**src/rtl/core/exact_colour_palette_builder_unit_macros.svh**
```systemverilog
// Assertion macros used by the palette builder datapath.
`ifndef EXACT_COLOUR_PALETTE_BUILDER_UNIT_MACROS_SVH
`define EXACT_COLOUR_PALETTE_BUILDER_UNIT_MACROS_SVH

// Same-cycle implication, checked on clk_i outside reset.
`define ECPB_ASSERT_NOW(lbl, ante, cons) \
  lbl: assert property (@(posedge clk_i) disable iff (!rst_ni) (ante) |-> (cons)) \
    else $error("check failed: lbl");

// Next-cycle implication, checked on clk_i outside reset.
`define ECPB_ASSERT_NEXT(lbl, ante, cons) \
  lbl: assert property (@(posedge clk_i) disable iff (!rst_ni) (ante) |=> (cons)) \
    else $error("check failed: lbl");

`endif

```
**src/rtl/core/ecpb_pkg.sv**
```systemverilog
// Package with the command and status types between controller and datapath.
package ecpb_pkg;

  localparam int unsigned IndexWidth = 8;
  localparam int unsigned CountWidth = 9;
  localparam int unsigned ColourWidth = 16;

  localparam logic ModeBuild = 1'b0;
  localparam logic ModeLookup = 1'b1;

  typedef struct packed {
    logic load;
    logic scan;
    logic finish;
  } ecpb_cmd_t;

  typedef struct packed {
    logic hit;
    logic exhausted;
  } ecpb_status_t;

endpackage

```
**src/rtl/core/exact_colour_palette_builder_unit.sv**
```systemverilog
// Top level of the exact-match colour palette builder.
// Usage:
//   Drive mode_i, clear_i and pixel_colour_i and raise start; the transfer is
//   taken at the rising edge where start is high and busy is low. busy stays
//   high while the palette is scanned.
//   mode_i = 0 builds: a colour already stored returns its index, a new colour
//   is appended while there is room, otherwise the sticky overflow is set.
//   clear_i in build mode empties the palette and overflow first.
//   mode_i = 1 looks the colour up and changes nothing.
// Scan: busy stays high while the single-port palette memory is read one
//   entry per cycle through a read register, until a hit or until all filled
//   entries have been compared. done_o is registered and follows in the cycle
//   after the last busy cycle.
//   busy is low again in the cycle done_o is high, so the next item can start.
// Results: colour_index_o, found_o, overflow_o, entry_count_o hold valid data
//   for the single cycle that done_o is high; the receiver cannot stall.
// Reset: the palette is empty and overflow is clear; memory contents are left
//   as they are and are never read before being written.
module exact_colour_palette_builder_unit #(
  parameter int unsigned PALETTE_ENTRIES = 256
) (
  input  logic                             clk_i,
  input  logic                             rst_ni,
  input  logic                             start,
  output logic                             busy,
  input  logic                             mode_i,
  input  logic                             clear_i,
  input  logic [ecpb_pkg::ColourWidth-1:0] pixel_colour_i,
  output logic                             done_o,
  output logic [ecpb_pkg::IndexWidth-1:0]  colour_index_o,
  output logic                             found_o,
  output logic                             overflow_o,
  output logic [ecpb_pkg::CountWidth-1:0]  entry_count_o
);
  import ecpb_pkg::*;

  ecpb_cmd_t    cmd;
  ecpb_status_t status;

  ecpb_ctrl u_ctrl (
    .clk_i    (clk_i),
    .rst_ni   (rst_ni),
    .start    (start),
    .busy     (busy),
    .status_i (status),
    .cmd_o    (cmd)
  );

  ecpb_datapath #(
    .PALETTE_ENTRIES(PALETTE_ENTRIES)
  ) u_datapath (
    .clk_i          (clk_i),
    .rst_ni         (rst_ni),
    .cmd_i          (cmd),
    .status_o       (status),
    .mode_i         (mode_i),
    .clear_i        (clear_i),
    .pixel_colour_i (pixel_colour_i),
    .done_o         (done_o),
    .colour_index_o (colour_index_o),
    .found_o        (found_o),
    .overflow_o     (overflow_o),
    .entry_count_o  (entry_count_o)
  );

endmodule

```
**src/rtl/core/ecpb_ctrl.sv**
```systemverilog
// Controller state machine: accept a transfer, scan the palette, finish.
module ecpb_ctrl (
  input  logic                  clk_i,
  input  logic                  rst_ni,
  input  logic                  start,
  output logic                  busy,
  input  ecpb_pkg::ecpb_status_t status_i,
  output ecpb_pkg::ecpb_cmd_t    cmd_o
);
  import ecpb_pkg::*;

  typedef enum logic [1:0] {
    StIdle = 2'b01,
    StScan = 2'b10
  } state_e;

  state_e state_q, state_d;
  logic   done_scan;

  assign done_scan = status_i.hit | status_i.exhausted;

  always_comb begin
    state_d = state_q;
    cmd_o = '0;
    unique case (state_q)
      StIdle: begin
        if (start) begin
          cmd_o.load = 1'b1;
          state_d = StScan;
        end
      end
      StScan: begin
        cmd_o.scan = 1'b1;
        if (done_scan) begin
          cmd_o.finish = 1'b1;
          state_d = StIdle;
        end
      end
      default: begin
        state_d = StIdle;
      end
    endcase
  end

  always_ff @(posedge clk_i or negedge rst_ni) begin
    if (!rst_ni) begin
      state_q <= StIdle;
    end else begin
      state_q <= state_d;
    end
  end

  assign busy = (state_q != StIdle);

endmodule

```
**src/rtl/core/ecpb_datapath.sv**
```systemverilog
// Datapath: palette memory, fill count, overflow flag, scan pipeline, result registers.
module ecpb_datapath #(
  parameter int unsigned PALETTE_ENTRIES = 256
) (
  input  logic                                clk_i,
  input  logic                                rst_ni,
  input  ecpb_pkg::ecpb_cmd_t                  cmd_i,
  output ecpb_pkg::ecpb_status_t               status_o,
  input  logic                                mode_i,
  input  logic                                clear_i,
  input  logic [ecpb_pkg::ColourWidth-1:0]    pixel_colour_i,
  output logic                                done_o,
  output logic [ecpb_pkg::IndexWidth-1:0]     colour_index_o,
  output logic                                found_o,
  output logic                                overflow_o,
  output logic [ecpb_pkg::CountWidth-1:0]     entry_count_o
);
  import ecpb_pkg::*;

  localparam int unsigned AW = $clog2(PALETTE_ENTRIES);
  localparam int unsigned CW = $clog2(PALETTE_ENTRIES + 1);
  localparam logic [CW-1:0] Entries = CW'(PALETTE_ENTRIES);

  logic [ColourWidth-1:0] mem [PALETTE_ENTRIES];

  logic [ColourWidth-1:0] colour_q;
  logic                   mode_q;
  logic [CW-1:0]          cnt_q, cnt_d;
  logic                   full_q, full_d;
  logic [CW-1:0]          idx_q, idx_d;
  logic [ColourWidth-1:0] rd_data_q;
  logic                   cmp_vld_q;
  logic [AW-1:0]          cmp_idx_q;
  logic                   issue;
  logic                   hit;
  logic                   wr_en;
  logic [CW-1:0]          res_idx;
  logic                   res_found;
  logic [31:0]            res_idx_ext;
  logic [31:0]            cnt_ext;
  logic                   done_q;
  logic [IndexWidth-1:0]  index_q;
  logic                   found_q;
  logic                   ovf_q;
  logic [CountWidth-1:0]  count_q;

  assign hit = cmp_vld_q && (rd_data_q == colour_q);
  assign status_o.hit = hit;
  assign status_o.exhausted = !cmp_vld_q && (idx_q >= cnt_q);
  assign issue = cmd_i.scan && (idx_q < cnt_q);

  always_comb begin
    cnt_d = cnt_q;
    full_d = full_q;
    idx_d = idx_q;
    wr_en = 1'b0;
    res_idx = '0;
    res_found = 1'b0;
    if (cmd_i.load) begin
      idx_d = '0;
      if (mode_i == ModeBuild && clear_i) begin
        cnt_d = '0;
        full_d = 1'b0;
      end
    end else if (issue) begin
      idx_d = idx_q + 1'b1;
    end
    if (cmd_i.finish) begin
      priority if (hit) begin
        res_idx = CW'(cmp_idx_q);
        res_found = 1'b1;
      end else if (mode_q == ModeBuild && cnt_q < Entries) begin
        wr_en = 1'b1;
        res_idx = cnt_q;
        res_found = 1'b1;
        cnt_d = cnt_q + 1'b1;
      end else if (mode_q == ModeBuild) begin
        full_d = 1'b1;
      end else begin
        res_found = 1'b0;
      end
    end
  end

  assign res_idx_ext = 32'(res_idx);
  assign cnt_ext = 32'(cnt_d);

  always_ff @(posedge clk_i) begin
    if (wr_en) begin
      mem[cnt_q[AW-1:0]] <= colour_q;
    end
    if (issue) begin
      rd_data_q <= mem[idx_q[AW-1:0]];
    end
  end

  always_ff @(posedge clk_i) begin
    if (cmd_i.load) begin
      colour_q <= pixel_colour_i;
      mode_q <= mode_i;
    end
    if (issue) begin
      cmp_idx_q <= idx_q[AW-1:0];
    end
    if (cmd_i.finish) begin
      index_q <= res_idx_ext[IndexWidth-1:0];
      found_q <= res_found;
      ovf_q <= full_d;
      count_q <= cnt_ext[CountWidth-1:0];
    end
  end

  always_ff @(posedge clk_i or negedge rst_ni) begin
    if (!rst_ni) begin
      cnt_q <= '0;
      full_q <= 1'b0;
      idx_q <= '0;
      cmp_vld_q <= 1'b0;
      done_q <= 1'b0;
    end else begin
      cnt_q <= cnt_d;
      full_q <= full_d;
      idx_q <= idx_d;
      cmp_vld_q <= issue && !cmd_i.load;
      done_q <= cmd_i.finish;
    end
  end

  assign done_o = done_q;
  assign colour_index_o = index_q;
  assign found_o = found_q;
  assign overflow_o = ovf_q;
  assign entry_count_o = count_q;

`include "exact_colour_palette_builder_unit_macros.svh"

  `ECPB_ASSERT_NOW(a_cnt_bound, 1'b1, cnt_q <= Entries)
  `ECPB_ASSERT_NEXT(a_wr_bumps_cnt, wr_en, cnt_q == $past(cnt_q) + 1'b1)
  `ECPB_ASSERT_NOW(a_hit_in_range, hit, CW'(cmp_idx_q) < cnt_q)
  `ECPB_ASSERT_NOW(a_full_only_when_filled, $rose(full_q), cnt_q == Entries)

endmodule
```
**config.mk**
```make
export PLATFORM = sky130hd
export DESIGN_NAME = exact_colour_palette_builder_unit
export DESIGN_NICKNAME = d
export VERILOG_FILES = /design/src/rtl/core/ecpb_pkg.sv /design/src/rtl/core/exact_colour_palette_builder_unit.sv /design/src/rtl/core/ecpb_ctrl.sv /design/src/rtl/core/ecpb_datapath.sv
export VERILOG_INCLUDE_DIRS = /design/src /design/src/rtl/core
export SDC_FILE = /design/constraint.sdc
export NUM_CORES = 2
export LEC_CHECK = 0
export BUFFER_PORTS_ARGS = -buffer_cell sky130_fd_sc_hd__buf_2
export CAP_MARGIN = 5
export CORE_MARGIN = 10
export CORE_UTILIZATION = 65
export DETAILED_ROUTE_END_ITERATION = 6
export PLACE_DENSITY = 0.81
export SYNTH_ARGS = -nofsm -noshare
export SYNTH_HDL_FRONTEND = slang
export SYNTH_HIERARCHICAL = 1
export SYNTH_SLANG_ARGS = --single-unit
```
**constraint.sdc**
```tcl
create_clock -name clk_i -period 19.2 [get_ports clk_i]
set_input_delay 3.84 -clock clk_i [delete_from_list [all_inputs] [get_ports clk_i]]
set_output_delay 3.84 -clock clk_i [all_outputs]
set_load 0.02 [all_outputs]
```
# After elaboration in Yosys (flattened, before gate mapping)
# Memory sizes are Yosys's and may differ from the RTL's. A register that Yosys moved wholly into a read port is not among the register bits.
# Index checks and enable logic that the tools add are counted.
# word_totals
register_bits,67
ram_bits,4096
wordCells,65
memories,1
# memory_table
name,depth,width,read_ports,rd_clocked_by_memory_dff,wr,line,text
u_datapath.mem,256,16,1,1,1,ecpb_datapath.sv:24,logic [ColourWidth-1:0] mem [PALETTE_ENTRIES];
# classes
addsub,2
magnitude_cmp,3
eq_ne,6
mux,27
n_bitwise,3
n_reduce_logical,10
# ops
operator,n
$mux 9,7
$add 9x1->9 const B,2
$eq 16x16->1,1
$mux 8,2
$mux 1,14
$ge 9x9->1,1
$lt 9x9->1,1
$lt 9x9->1 const B,1
$logic_and 1x1->1,6
$mux 2,3
$ne 2x1->1 const B,2
$pmux 2 s2,1
$eq 2x1->1 const B,1
$eq 2x2->1 const B,1
$logic_not 1->1,2
$ne 2x2->1 const B,1
$not 1->1,2
$reduce_and 2->1,1
$reduce_bool 2->1,1
$or 1x1->1,1

# Depth between registers and ports, before layout
# logic_depth
ltp_word,8
mapped_depth,22
depth_no_buf,15

# By module
# The synthesis kept the hierarchy.
# modules_own_cells
module,n_inst,cells_each,area_each_um2
ecpb_datapath,1,7624,162150.5
ecpb_ctrl,1,9,102.6

# Worst setup path after synthesis
# OpenSTA, ideal clock, no wires.
# synth_timing
kind,flip-flop to flip-flop
startpoint,register u_datapath.colour_q[5]
endpoint,memory u_datapath.mem[240][0] (enable)
setup_time_ps,388
t_arrival_ps,7345
t_required_ps,18812
path_slack_ps,11466
path_stages_with_launch,13
period_less_slack_ps,7734
path_cell_list,edfxtp_1 xnor2_1 nand3_1 or2_2 nor3_1 buf_4 nor2_1 and2b_1 o311ai_2 nor3_1 nand2_1 clkbuf_1 nor2_1
# synth_rtl
item,line,text
from (decl),ecpb_datapath.sv:26,logic [ColourWidth-1:0] colour_q;
from (signal assigned),ecpb_datapath.sv:99,colour_q <= pixel_colour_i;
to (decl),ecpb_datapath.sv:24,

# Final worst setup path
# layout_timing
startpoint,register u_datapath.idx_q[0]
endpoint,"register u_datapath.rd_data_q[2] (read register of u_datapath.mem), data pin"
# layout_between
elab_chain_len,2
# layout_lines
item,line,text
from (decl),ecpb_datapath.sv:30,"logic [CW-1:0] idx_q, idx_d;"
from (signal assigned),ecpb_datapath.sv:123,idx_q <= idx_d;
$lt 9x9->1,ecpb_datapath.sv:50,assign issue = cmd_i.scan && (idx_q < cnt_q);
$logic_and 1x1->1,ecpb_datapath.sv:50,
to (decl),ecpb_datapath.sv:31,logic [ColourWidth-1:0] rd_data_q;
# Several ways; a longest one is shown, not always the timed one.
# A chain may end at the register's enable or synchronous reset.

==> results by group <==
Route
  – Via/cell ratio: 7.57
  – Final wirelength: 469 mm
  – Initial DRC count: 16.6k
  – DR vias: 88.8k
  – Antenna Nets Post-Route: 0
  – WL/cell: 39.9 um
  – Pre-Repair DR Iteration Count: 7
  – DRC: 9

Logic synthesis
  – FF+latch count, synth: 4179
  – Mapped Cells: 7633
  – Syn avg cell area: 21.3 um2
  – Synth top area share: 0.769
  – Mapped Area: 0.162 mm2
  – Yosys cell types: 76
  – Sequential area share after synthesis: 0.773
  – Leading area contributor after synthesis: edfxtp_1
  – Post-Synthesis Net Count: 7668
  – Main flop type after synthesis: edfxtp_1
  – Synth Warn #: 6
  – Synth top area cells: edfxtp_1 (77%), mux4_2 (11%), mux2i_1 (3.6%)
  – Number of flops mapped to enable cells by yosys: 4156
  – Async S/R FF share, synth: 0.00550

GRT
  – Vias in the first global route: 86.8k
  – Global-route wire length before repair: 658 mm
  – GRT Total Usage: 0.343
  – Largest net degree at the start of global routing: 221
  – Remaining global-route overflow: 0
  – Initial antenna violation count: 41

Timing
  – Final setup margin: 12.07 ns
  – Slew headroom: 0.0144
  – Slew Viols, Final: 0
  – Slew @ Worst Pin: 1.46 ns
  – Worst Skew: 0.0709 ns
  – RSZ-0062 raised after global routing: no
  – Final Setup Violations: 0
  – Final min period: 7.13 ns
  – Fmax: 140 MHz
  – Final Cycle Share: 0.371
  – Setup TNS: 0 ns
  – Final number of hold-violating endpoints: 0

Power
  – Pleak: 54.9 nW
  – Clock power share: 0.345
  – Comb pwr share: 0.181
  – Power Density: 124 mW/mm2
  – Peak VDD IR: 0.000141 V
  – Cell Int Power: 0.0165 W
  – Psw: 0.00583 W
  – Seq pwr share: 0.474
  – Sw Share: 0.262

Placement
  – DP Wirelength: 260 mm
  – Setup WS pre-CTS: 12.58 ns
  – Number of buffers added on ports: 41
  – Final RePlAce weighted congestion: 0.944

Clock tree
  – Post_cts resized: 0
  – CTS H-tree depth: 5
  – # Post-CTS Setup Buffers: 0
  – Post-CTS Hold Fix Bufs: 0
  – Cts bufs inserted: 402
  – Clock Pin Slew Worst Setup and Hold Paths: 0.07 ns
  – Clk buf depth: 4
  – CTS root buf: clkbuf_16
  – Clock Latency Late Sink: 0.99 ns
  – Clock Sinks: 4179
  – CTS tree: built

Floorplan
  – Std cell rows: 183
  – Die Ht: 520 um
  – Boundary Pins: 42
  – Die area: 0.270 mm2
  – Total core area: 0.248 mm2
  – Die width: 520 um
  – Initial core utilization: 0.653

Final layout
  – Layout cells sized above 1: 0.228
  – # fillers: 12.9k
  – Area Overhead vs Synth: 10.9%
  – Layout Nets: 8092

Worst setup path
  – CP Capture Type: flip-flop
  – Start of the worst register-to-register path: u_datapath/idx_q[0]
  – Worst endpoint required time: 19.92 ns
  – WS Path Type: flip-flop to flip-flop
  – Startpoint types: flip-flop
  – Crit path launch: u_datapath/idx_q[0]
  – Worst-path fanout max: 102
  – Worst path arrival time: 7.85 ns

Outcome
  – Status: finished with violations
  – Violated checks: DRC, capacitance limit

Hold path
  – Hold_sp: u_datapath/cmp_idx_q[2]
  – Hold Path Class: flip-flop to flip-flop

Run
  – Max Cap Violations: 1
==> layout make-up <==
cell class | instances | area, um2 | share of cell area
clock buffers | 486 | 10500 | 0.0581
diodes | 42 | 105 | 0.000584
well taps | 3330 | 4170 | 0.0232
multi-input cells | 2981 | 33900 | 0.189
clock inverters | 223 | 2090 | 0.0116
repair buffers | 469 | 3650 | 0.0203
inverters | 24 | 104 | 0.000577
flip-flops and latches | 4179 | 125000 | 0.697
==> cells by family (layout without fill, tap and decap cells) <==
kind of cell,Yosys count,after routing,synth area share
flip-flops,4179,4179,0.773
XOR/XNOR,17,17,0.000918
multiplexers,1422,1422,0.151
adder cells (fa/ha/maj),14,14,0.00108
buffers and inverters,473,1202,0.0193
AND/OR/NAND/NOR,715,715,0.0189
other,0,42,0
AO/OA/AOI/OAI,813,813,0.0355
==> worst paths after layout <==
check | depth (start not counted) | end | slack [ns]
max reg2reg | 10 | u_datapath/rd_data_q[2] | 12.07
min reg2reg | 2 | u_datapath/colour_index_o[2] | 0.53
min | 2 | u_datapath/colour_index_o[2] | 0.53
max in group asynchronous | 1 | u_datapath/idx_q[4] | 15.72
max | 10 | u_datapath/rd_data_q[2] | 12.07
min in group asynchronous | 1 | u_datapath/cnt_q[4] | 2.91
==> cell usage after synthesis (8+ instances only) <==
cell type	number
edfxtp_1	4156
mux4_2	811
mux2i_1	584
nor2_1	348
clkbuf_1	180
nand2_1	156
a21oi_1	152
o221ai_1	148
o21ai_0	106
o22ai_1	96
buf_2	88
a221oi_1	75
buf_6	75
nor3_1	71
nand3_1	59
a22oi_1	52
buf_4	45
buf_8	30
a211oi_1	24
dfrtp_1	22
buf_1	20
inv_1	20
a221o_1	17
a31oi_1	16
mux2_2	16
nor4_1	15
o31ai_1	15
ha_1	14
nand2b_1	13
o211ai_1	13
a311oi_1	11
buf_12	11
mux4_1	11
and2_1	9
nor2b_1	9
xnor2_1	9
a22o_1	8
or3_1	8
xor2_1	8
==> power groups by stage <==
| stage | logic [W] | registers, W | clock network [W] |
|---|---|---|---|
| after CTS | 0.00396 | 0.0106 | 0.00771 |
| after global placement | 0.00376 | 0.0107 | 0 |
| after floorplan | 0.00276 | 0.0110 | 0 |
| final | 0.00403 | 0.0106 | 0.00770 |
| after detailed placement | 0.00387 | 0.0107 | 0 |
| after global routing | 0.00416 | 0.0106 | 0.00804 |
==> through the flow <==
stage / std cells / utilization / hold slack (ns) / instance area [um2] / total power (W)
2_1_floorplan: 7633 / - / 0.441 / 162000 / 0.0138
3_3_place_gp: 10974 / 0.673 / 0.481 / 167000 / 0.0145
3_5_place_dp: 10980 / 0.673 / 0.475 / 167000 / 0.0146
4_1_cts: 11689 / 0.724 / 0.517 / 180000 / 0.0222
5_1_grt: 11702 / 0.724 / 0.539 / 180000 / 0.0228
6_report: 11734 / 0.724 / 0.535 / 180000 / 0.0223
==> worst max-delay path: stages, from the launching register on <==
cell,delay [ns]
dfrtp_4,0.96
buf_12,0.60
buf_4,0.77
buf_4,0.70
buf_4,0.81
mux4_2,0.60
a31oi_1,0.22
a221oi_1,0.18
nor4_1,1.19
nor4_1,0.16
or4_1,0.47
==> per-layer routing <==
layer | GRT usage | routed length, um
met1 | 0.437 | 143000
met2 | 0.499 | 210000
met3 | 0.131 | 77400
met4 | 0.218 | 37800
met5 | 0.00246 | 369
==> state kept, by name, summed over array words and instances, names as in the netlist, 2 cells and up <==
signal and cells:
u_datapath/cmp_idx_q 8, u_datapath/rd_data_q 16, u_datapath/colour_index_o 8, u_datapath/entry_count_o 9, u_datapath/idx_q 9, u_datapath/mem 4096, u_datapath/colour_q 16, u_datapath/cnt_q 9
u_ctrl/state_q 2
==> cell usage in the layout, fill, tap and decap left out, drive strengths merged, types with 59 or more instances in the layout <==
cell type  instances
edfxtp          4156
mux4             822
mux2i            584
clkbuf           487
buf              468
nor2             348
clkinv           165
nand2            156
a21oi            152
o221ai           148
o21ai            109
o22ai             96
a221oi            76
nor3              71
nand3             59
(Power assumes the default switching activity.)
